--- config.mk ---
export PLATFORM = sky130hd
export DESIGN_NAME = segmenting_burst_packet_framer
export DESIGN_NICKNAME = d
export VERILOG_FILES = /design/src/rtl/core/sbpf_pkg.sv /design/src/rtl/core/segmenting_burst_packet_framer.sv /design/src/rtl/core/sbpf_front.sv /design/src/rtl/core/sbpf_queue.sv /design/src/rtl/core/sbpf_back.sv
export VERILOG_INCLUDE_DIRS = /design/src /design/src/rtl/core
export SDC_FILE = /design/constraint.sdc
export NUM_CORES = 1
export LEC_CHECK = 0
export BUFFER_PORTS_ARGS = -buffer_cell sky130_fd_sc_hd__buf_2
export CORE_MARGIN = 5
export CORE_UTILIZATION = 40
export CTS_CLUSTER_DIAMETER = 80
export DETAILED_ROUTE_END_ITERATION = 10
export PLACE_DENSITY = 0.56
export REMOVE_ABC_BUFFERS = 1
export SLEW_MARGIN = 20
export SYNTH_ARGS = -nofsm -noshare
export SYNTH_HDL_FRONTEND = slang
export SYNTH_SLANG_ARGS = --single-unit
--- constraint.sdc ---
create_clock -name clk -period 7.3 [get_ports clk]
set_clock_uncertainty 0.1 [all_clocks]
set_input_delay 0.365 -clock clk [delete_from_list [all_inputs] [get_ports clk]]
set_output_delay 0.365 -clock clk [all_outputs]
set_load 0.02 [all_outputs]
--- src/rtl/core/segmenting_burst_packet_framer_defines.svh ---
// assertion helpers for the framer
`ifndef SEGMENTING_BURST_PACKET_FRAMER_DEFINES_SVH
`define SEGMENTING_BURST_PACKET_FRAMER_DEFINES_SVH

// same-cycle implication, checked out of reset
`define SBPF_ASSERT_NOW(label, clk, rst_n, ante, cons) \
  label: assert property (@(posedge clk) disable iff (!rst_n) (ante) |-> (cons)) \
    else $error("framer check failed");

// next-cycle implication, checked out of reset
`define SBPF_ASSERT_NEXT(label, clk, rst_n, ante, cons) \
  label: assert property (@(posedge clk) disable iff (!rst_n) (ante) |=> (cons)) \
    else $error("framer check failed");

`endif

--- src/rtl/core/sbpf_pkg.sv ---
package sbpf_pkg;

  localparam logic ACT_START   = 1'b0;
  localparam logic ACT_PAYLOAD = 1'b1;

  localparam int  CFG_INDEX_W = 1;
  localparam int  CFG_DATA_W  = 16;
  localparam logic [CFG_INDEX_W-1:0] CFG_CHUNK_SIZE = 1'b0;
  localparam logic [CFG_INDEX_W-1:0] CFG_ID_LIMIT   = 1'b1;

  localparam logic [15:0] CHUNK_RESET    = 16'hF000;
  localparam logic [8:0]  ID_LIMIT_RESET = 9'h0F1;
  localparam logic [15:0] CHUNK_MAX      = 16'd65529;
  localparam logic [15:0] FRAME_OVERHEAD = 16'd6;
  localparam logic [7:0]  TRAILER_BYTE   = 8'hFF;

  typedef struct packed {
    logic        action;
    logic [7:0]  stream_id;
    logic [31:0] total_length;
    logic [7:0]  data_byte;
  } in_item_t;

  typedef struct packed {
    logic [7:0] out_byte;
    logic       frame_end;
    logic       packet_end;
    logic       last;
  } out_item_t;

  // one classified payload byte, as handed from front to back
  typedef struct packed {
    logic [7:0]  data;
    logic [7:0]  id;
    logic [15:0] flen;
    logic        header;
    logic        trailer;
    logic        pend;
    logic        sum_payload;
  } seg_entry_t;

  typedef struct packed {
    logic full;
    logic empty;
  } q_status_t;

endpackage

--- src/rtl/core/segmenting_burst_packet_framer.sv ---
// with an empty queue a payload item's first byte enters the entry queue at the
//   accepting edge and is then registered into the output register
// throughput: one input item per cycle while the entry queue has room; output is
//   one byte per cycle while out_stall is low; the back end frames each segment
//   as length low, length high, id, data bytes, two FF bytes and the checksum
// start items and dropped bytes emit nothing
// reset (rst_n low, synchronous) empties the queue, clears packet state and
//   restores chunk_size 61440 and checksum_id_limit 241
`include "segmenting_burst_packet_framer_defines.svh"

module segmenting_burst_packet_framer #(
  parameter int LENGTH_BITS = 32,
  parameter int QUEUE_DEPTH = 4
) (
  input  logic                              clk,
  input  logic                              rst_n,
  input  logic                              in_valid,
  output logic                              in_stall,
  input  sbpf_pkg::in_item_t                in_item,
  output logic                              out_valid,
  input  logic                              out_stall,
  output sbpf_pkg::out_item_t               out_item,
  input  logic                              cfg_we,
  input  logic [sbpf_pkg::CFG_INDEX_W-1:0]  cfg_index,
  input  logic [sbpf_pkg::CFG_DATA_W-1:0]   cfg_wdata
);

  sbpf_pkg::q_status_t  q_stat;
  sbpf_pkg::seg_entry_t push_entry;
  sbpf_pkg::seg_entry_t head;
  logic                 push;
  logic                 pop;

  sbpf_front #(
    .LENGTH_BITS (LENGTH_BITS)
  ) u_front (
    .clk        (clk),
    .rst_n      (rst_n),
    .in_valid   (in_valid),
    .in_stall   (in_stall),
    .in_item    (in_item),
    .cfg_we     (cfg_we),
    .cfg_index  (cfg_index),
    .cfg_wdata  (cfg_wdata),
    .q_stat     (q_stat),
    .push       (push),
    .push_entry (push_entry)
  );

  sbpf_queue #(
    .DEPTH (QUEUE_DEPTH)
  ) u_queue (
    .clk        (clk),
    .rst_n      (rst_n),
    .push       (push),
    .push_entry (push_entry),
    .pop        (pop),
    .head       (head),
    .q_stat     (q_stat)
  );

  sbpf_back u_back (
    .clk       (clk),
    .rst_n     (rst_n),
    .q_stat    (q_stat),
    .head      (head),
    .pop       (pop),
    .out_valid (out_valid),
    .out_stall (out_stall),
    .out_item  (out_item)
  );

  // checksum closes the item that carried the segment's last byte
  `SBPF_ASSERT_NOW(a_cks_is_last, clk, rst_n, out_valid && out_item.frame_end, out_item.last)
  `SBPF_ASSERT_NOW(a_pend_on_cks, clk, rst_n, out_valid && out_item.packet_end, out_item.frame_end)
  // queued work always reaches the output register
  `SBPF_ASSERT_NEXT(a_back_moves, clk, rst_n, !q_stat.empty && !out_valid, out_valid)
  `SBPF_ASSERT_NOW(a_no_pop_empty, clk, rst_n, pop, !q_stat.empty)

endmodule

--- src/rtl/core/sbpf_front.sv ---
module sbpf_front #(
  parameter int LENGTH_BITS = 32
) (
  input  logic                                clk,
  input  logic                                rst_n,
  input  logic                                in_valid,
  output logic                                in_stall,
  input  sbpf_pkg::in_item_t                  in_item,
  input  logic                                cfg_we,
  input  logic [sbpf_pkg::CFG_INDEX_W-1:0]    cfg_index,
  input  logic [sbpf_pkg::CFG_DATA_W-1:0]     cfg_wdata,
  input  sbpf_pkg::q_status_t                 q_stat,
  output logic                                push,
  output sbpf_pkg::seg_entry_t                push_entry
);

  logic [15:0]            chunk_r;
  logic [8:0]             limit_r;
  logic                   active_r;
  logic [7:0]             id_r;
  logic [LENGTH_BITS-1:0] left_total_r;
  logic [15:0]            seg_left_r;

  logic                   accept;
  logic [15:0]            chunk_eff;
  logic [15:0]            seg_new;
  logic                   seg_open;
  logic [15:0]            seg_cur;
  logic [15:0]            seg_dec;
  logic [LENGTH_BITS-1:0] total_dec;

  assign in_stall = q_stat.full;
  assign accept   = in_valid && !in_stall;

  always_comb begin
    if (chunk_r == 16'd0) begin
      chunk_eff = 16'd1;
    end else if (chunk_r > sbpf_pkg::CHUNK_MAX) begin
      chunk_eff = sbpf_pkg::CHUNK_MAX;
    end else begin
      chunk_eff = chunk_r;
    end
  end

  assign seg_new   = (left_total_r < LENGTH_BITS'(chunk_eff)) ? left_total_r[15:0] : chunk_eff;
  assign seg_open  = (seg_left_r == 16'd0);
  assign seg_cur   = seg_open ? seg_new : seg_left_r;
  assign seg_dec   = seg_cur - 16'd1;
  assign total_dec = left_total_r - LENGTH_BITS'(1);

  assign push = accept && (in_item.action == sbpf_pkg::ACT_PAYLOAD) && active_r;

  always_comb begin
    push_entry.data        = in_item.data_byte;
    push_entry.id          = id_r;
    push_entry.flen        = seg_new + sbpf_pkg::FRAME_OVERHEAD;
    push_entry.header      = seg_open;
    push_entry.trailer     = (seg_dec == 16'd0);
    push_entry.pend        = (total_dec == '0);
    push_entry.sum_payload = ({1'b0, id_r} < limit_r);
  end

  always_ff @(posedge clk) begin
    if (!rst_n) begin
      chunk_r      <= sbpf_pkg::CHUNK_RESET;
      limit_r      <= sbpf_pkg::ID_LIMIT_RESET;
      active_r     <= 1'b0;
      id_r         <= 8'd0;
      left_total_r <= '0;
      seg_left_r   <= 16'd0;
    end else begin
      if (cfg_we) begin
        unique case (cfg_index)
          sbpf_pkg::CFG_CHUNK_SIZE: chunk_r <= cfg_wdata;
          sbpf_pkg::CFG_ID_LIMIT:   limit_r <= cfg_wdata[8:0];
          default: ;
        endcase
      end
      if (accept && (in_item.action == sbpf_pkg::ACT_START)) begin
        // a new start drops whatever segment was open
        id_r         <= in_item.stream_id;
        left_total_r <= in_item.total_length[LENGTH_BITS-1:0];
        seg_left_r   <= 16'd0;
        active_r     <= (in_item.total_length[LENGTH_BITS-1:0] != '0);
      end else if (push) begin
        seg_left_r   <= seg_dec;
        left_total_r <= total_dec;
        if (push_entry.trailer && push_entry.pend) begin
          active_r <= 1'b0;
        end
      end
    end
  end

endmodule

--- src/rtl/core/sbpf_queue.sv ---
module sbpf_queue #(
  parameter int DEPTH = 4
) (
  input  logic                  clk,
  input  logic                  rst_n,
  input  logic                  push,
  input  sbpf_pkg::seg_entry_t  push_entry,
  input  logic                  pop,
  output sbpf_pkg::seg_entry_t  head,
  output sbpf_pkg::q_status_t   q_stat
);

  localparam int PTR_W = (DEPTH > 1) ? $clog2(DEPTH) : 1;
  localparam int CNT_W = $clog2(DEPTH + 1);

  sbpf_pkg::seg_entry_t entries_r [DEPTH];
  logic [PTR_W-1:0] wr_ptr_r;
  logic [PTR_W-1:0] rd_ptr_r;
  logic [CNT_W-1:0] count_r;

  logic do_push;
  logic do_pop;

  assign q_stat.full  = (count_r == CNT_W'(DEPTH));
  assign q_stat.empty = (count_r == '0);
  assign do_push      = push && !q_stat.full;
  assign do_pop       = pop && !q_stat.empty;
  assign head         = entries_r[rd_ptr_r];

  always_ff @(posedge clk) begin
    if (do_push) begin
      entries_r[wr_ptr_r] <= push_entry;
    end
  end

  always_ff @(posedge clk) begin
    if (!rst_n) begin
      wr_ptr_r <= '0;
      rd_ptr_r <= '0;
      count_r  <= '0;
    end else begin
      if (do_push) begin
        wr_ptr_r <= (wr_ptr_r == PTR_W'(DEPTH - 1)) ? '0 : wr_ptr_r + PTR_W'(1);
      end
      if (do_pop) begin
        rd_ptr_r <= (rd_ptr_r == PTR_W'(DEPTH - 1)) ? '0 : rd_ptr_r + PTR_W'(1);
      end
      if (do_push && !do_pop) begin
        count_r <= count_r + CNT_W'(1);
      end else if (do_pop && !do_push) begin
        count_r <= count_r - CNT_W'(1);
      end
    end
  end

endmodule

--- src/rtl/core/sbpf_back.sv ---
module sbpf_back (
  input  logic                  clk,
  input  logic                  rst_n,
  input  sbpf_pkg::q_status_t   q_stat,
  input  sbpf_pkg::seg_entry_t  head,
  output logic                  pop,
  output logic                  out_valid,
  input  logic                  out_stall,
  output sbpf_pkg::out_item_t   out_item
);

  typedef enum logic [2:0] {
    PH_LEN_LO,
    PH_LEN_HI,
    PH_ID,
    PH_DATA,
    PH_FF0,
    PH_FF1,
    PH_CKS
  } phase_t;

  logic                busy_r;
  phase_t              phase_r;
  logic [7:0]          sum_r;
  logic                out_valid_r;
  sbpf_pkg::out_item_t out_r;

  phase_t              cur_phase;
  phase_t              next_phase;
  logic [7:0]          cur_byte;
  logic                add_en;
  logic                cur_last;
  logic                emit;
  logic [7:0]          sum_base;
  logic [7:0]          sum_nxt;

  always_comb begin
    if (busy_r) begin
      cur_phase = phase_r;
    end else if (head.header) begin
      cur_phase = PH_LEN_LO;
    end else begin
      cur_phase = PH_DATA;
    end
  end

  always_comb begin
    cur_byte   = 8'd0;
    add_en     = 1'b1;
    cur_last   = 1'b0;
    next_phase = PH_LEN_LO;
    unique case (cur_phase)
      PH_LEN_LO: begin
        cur_byte   = head.flen[7:0];
        next_phase = PH_LEN_HI;
      end
      PH_LEN_HI: begin
        cur_byte   = head.flen[15:8];
        next_phase = PH_ID;
      end
      PH_ID: begin
        cur_byte   = head.id;
        next_phase = PH_DATA;
      end
      PH_DATA: begin
        cur_byte   = head.data;
        add_en     = head.sum_payload;
        cur_last   = !head.trailer;
        next_phase = PH_FF0;
      end
      PH_FF0: begin
        cur_byte   = sbpf_pkg::TRAILER_BYTE;
        next_phase = PH_FF1;
      end
      PH_FF1: begin
        cur_byte   = sbpf_pkg::TRAILER_BYTE;
        next_phase = PH_CKS;
      end
      PH_CKS: begin
        cur_byte   = 8'd0 - sum_r;
        cur_last   = 1'b1;
      end
      default: begin
        cur_byte = 8'd0;
      end
    endcase
  end

  assign emit     = !q_stat.empty && (!out_valid_r || !out_stall);
  assign pop      = emit && cur_last;
  assign sum_base = (cur_phase == PH_LEN_LO) ? 8'd0 : sum_r;
  assign sum_nxt  = sum_base + (add_en ? cur_byte : 8'd0);

  assign out_valid = out_valid_r;
  assign out_item  = out_r;

  always_ff @(posedge clk) begin
    if (!rst_n) begin
      busy_r      <= 1'b0;
      phase_r     <= PH_LEN_LO;
      sum_r       <= 8'd0;
      out_valid_r <= 1'b0;
    end else begin
      if (emit) begin
        out_valid_r         <= 1'b1;
        out_r.out_byte      <= cur_byte;
        out_r.frame_end     <= (cur_phase == PH_CKS);
        out_r.packet_end    <= (cur_phase == PH_CKS) && head.pend;
        out_r.last          <= cur_last;
        sum_r               <= sum_nxt;
        busy_r              <= !cur_last;
        phase_r             <= next_phase;
      end else if (!out_stall) begin
        out_valid_r <= 1'b0;
      end
    end
  end

endmodule

==> qor.csv <==
stage,metric,value,unit
sta,finalCritPeriodShare,84.8,%
clocking,cts_buffer_depth,3,
sta,rsz0062_at_grt,no,
clocking,tritoncts,done,
grt,grt_pass1_wl,60100,um
synth,synthFlopType,edfxtp_1,
synth,netlist.area_leader.share,34.3,%
route,first_pass_iters,5,
min_path,min_to,u_front.left_total_r[23],
synth,synth.avg_cell_area,10.5,um^2
route,vias,10400,
clocking,cts_buffers,28,
floorplanning,initial_core_util,40.5,%
route,ant_nets,0,
route,drt_iter0_markers,820,
grt,gr-usage-all-layers,20.0,%
grt,grt_pass1_vias,10000,
setup_path,worstSetupStartpointType,flop,
cells_and_area,area_growth,15.1,%
pwr,vdd_ir_drop_max,0.000193,V
synth,yosysSeqAreaShare,49.6,%
placement,buffer_ports.inserted,83,
sta,min_period,6.19,ns
grt,antenna_found_initial,0,
cells_and_area,final_common_cell,edfxtp_1,
min_path,hp-start,in_item[31],
route,drt-total-wl,38700,um
route,drc_errors,0,
min_path,min_path_cells,3,
sta,hold_slack,0.0124,ns
sta,drv_slew,0,
sta,finalSetupTns,0,ns
sta,tightest_slew,1.03,ns
grt,grt_max_degree,59,
setup_path,worst-r2r-cell-count,21,
setup_path,r2r_start,u_front.chunk_r[6],
synth,ys_seq_elements,259,
setup_path,r2r_slack,1.11,ns
setup_path,rr_endpoint,u_queue.entries_r[0][2],
pwr,powerDensity,305,nW/um^2
floorplanning,die_x,194,um
synth,synth_top_cell_by_area,edfxtp_1,
cells_and_area,layout_common_cells,"edfxtp_1, nand2_1, dfxtp_1, buf_2, a21oi_1",
synth,synthTopCellsByArea,"edfxtp_1, dfxtp_1, mux4_2",
setup_path,path_class,flop to flop,
cells_and_area,drive_gt1_share,14.6,%
clocking,path_clk_slew,0.06,ns
setup_path,cp-end-kind,flop,
sta,setup_violations,0,
floorplanning,ios,84,
cells_and_area,diodes,0,
clocking,clockRootBuffer,clkbuf_16,
route,vias_per_cell,5.63,
floorplanning,die_area,37700,um^2
floorplanning,fp.coreArea,33500,um^2
floorplanning,fp.dieH,194,um
setup_path,arrival,6.46,ns
clocking,clk_latency,0.57,ns
clocking,clock_sinks,259,
job,maxCapViolations,0,
synth,synthCells,1293,
sta,max-slew-margin-rel,31.5,%
placement,place_hpwl,27200,um
floorplanning,std_cell_rows,67,
grt,grt_remaining_overflow,0,
setup_path,critPathMaxFanout,12,
min_path,min_path_type,primary input to flop,
clocking,htree_levels,1,
synth,yosysUniqueCellTypes,81,
synth,netlist_area,13600,um^2
cells_and_area,fin_nets,1491,
synth,synth_edf_count,155,
clocking,cts_resized,0,
placement,dpl_cell_area,14300,um^2
synth,async_flop_share,0,%
cells_and_area,fin_area,15600,um^2
sta,hold_violations,0,
setup_path,worstSetupStartpoint,u_front.chunk_r[6],
route,wire_per_inst,20.9,um
synth,ys_warn_count,0,
setup_path,required,7.57,ns
sta,max_freq,162,MHz
status,outcome,finished clean,
pwr,p_leak,5.53,nW
placement,routabilityCongestion,0.979,
worst max path at each step:
stage / to / slack (ns)
2_1_floorplan: u_front.active_r / 1.93
3_3_place_gp: u_queue.entries_r[0][2] / 1.41
3_5_place_dp: u_queue.entries_r[3][2] / 1.24
4_1_cts: u_queue.entries_r[0][2] / 1.17
5_1_grt: u_queue.entries_r[0][2] / 0.47
6_report: u_queue.entries_r[0][2] / 1.11
what timing repair did:
item,in CTS,in global routing
hold buffers,35,0
setup buffers,0,0
endpoints found under the hold margin,62,0
metal layers:
layer / routed length, um / global-route usage [%] / share of wire, %
met5: 0 / 0 / 0
met2: 18200 / 33.0 / 47
met3: 1860 / 2.96 / 4.8
met4: 1620 / 7.08 / 4.2
met1: 17000 / 26.9 / 44
worst max-delay path, cell delays in order, from the launching register on:
cell and delay (ns):
dfxtp_1 0.52, nand3_1 0.22, or4_4 0.55, nand2_1 0.18
ha_1 0.29, nand4_1 0.11, a31oi_1 0.12, nor4_4 0.27
o211ai_1 0.44, nand2_1 0.34, nor2_1 0.08, a21oi_1 0.38
nor2_1 0.07, nor2_1 0.16, ha_1 0.25, nand2b_1 0.10
a211oi_2 0.36, nand4_1 0.37, o22ai_1 0.22, a32oi_1 0.08
or4b_1 0.52, nor2_1 0.25
logic make-up after synthesis:
| kind of cell | share of synthesized area, % |
|---|---|
| buffers and inverters | 4.19 |
| flip-flops | 49.6 |
| AO/OA/AOI/OAI | 14.8 |
| adder cells (fa/ha/maj) | 4.07 |
| AND/OR/NAND/NOR | 16.8 |
| XOR/XNOR | 3.55 |
| multiplexers | 7.01 |
state kept, by name (all words and copies together), names as in the netlist, named ones only:
register	count
u_back.busy_r	1
u_back.out_item	11
u_back.out_valid	1
u_back.phase_r	3
u_back.sum_r	8
u_front.active_r	1
u_front.chunk_r	16
u_front.id_r	8
u_front.left_total_r	32
u_front.limit_r	9
u_front.seg_left_r	16
u_queue.count_r	3
u_queue.entries_r	144
u_queue.rd_ptr_r	2
u_queue.wr_ptr_r	2
power by group:
| part | switching (mW) | internal, mW | leakage [nW] |
|---|---|---|---|
| Sequential | 0.137 | 1.68 | 2.25 |
| Clock | 0.610 | 0.850 | 0.463 |
| Combinational | 0.931 | 0.569 | 2.82 |
synthesized netlist by cell type (4+ instances only):
master    instances
edfxtp_1        155
nand2_1         148
dfxtp_1         104
a21oi_1          71
nor2_1           66
clkbuf_1         61
inv_1            61
o21ai_0          55
nor3_1           46
ha_1             41
mux4_2           36
xnor2_1          34
nor2b_1          32
a21boi_0         31
and2_1           31
nand3_1          30
nor4_1           28
nand4_1          24
xor2_1           21
o22ai_1          17
o211ai_1         16
mux2i_1          13
nand2b_1         12
a211oi_1         11
a22oi_1          10
a31oi_1          10
or3_1             7
a221o_1           6
a222oi_1          6
o21bai_1          6
a221oi_1          5
and3_1            5
buf_1             5
buf_2             5
buf_6             5
o31ai_1           5
a32oi_1           4
o21a_1            4
o221a_2           4
per-stage QoR:
step / utilization [%] / power [mW] / instances / setup slack [ns]
floorplan: - / 2.85 / 1216 / 1.93
global placement: 42.8 / 3.30 / 1760 / 1.41
detailed placement: 42.8 / 3.30 / 1760 / 1.24
CTS: 46.6 / 4.79 / 1847 / 1.17
global route: 46.6 / 5.02 / 1847 / 0.468
finish: 46.6 / 4.77 / 1847 / 1.11
cell type report:
cell class | instances | area (um^2)
clock buffer | 37 | 764
fill | 3189 | 17900
clock inverter | 15 | 186
tap | 448 | 561
timing repair buffer | 131 | 863
sequential | 259 | 6740
inverter | 62 | 233
multi-input combinational | 895 | 6300
Note: power is estimated with default switching activity, not from simulation.
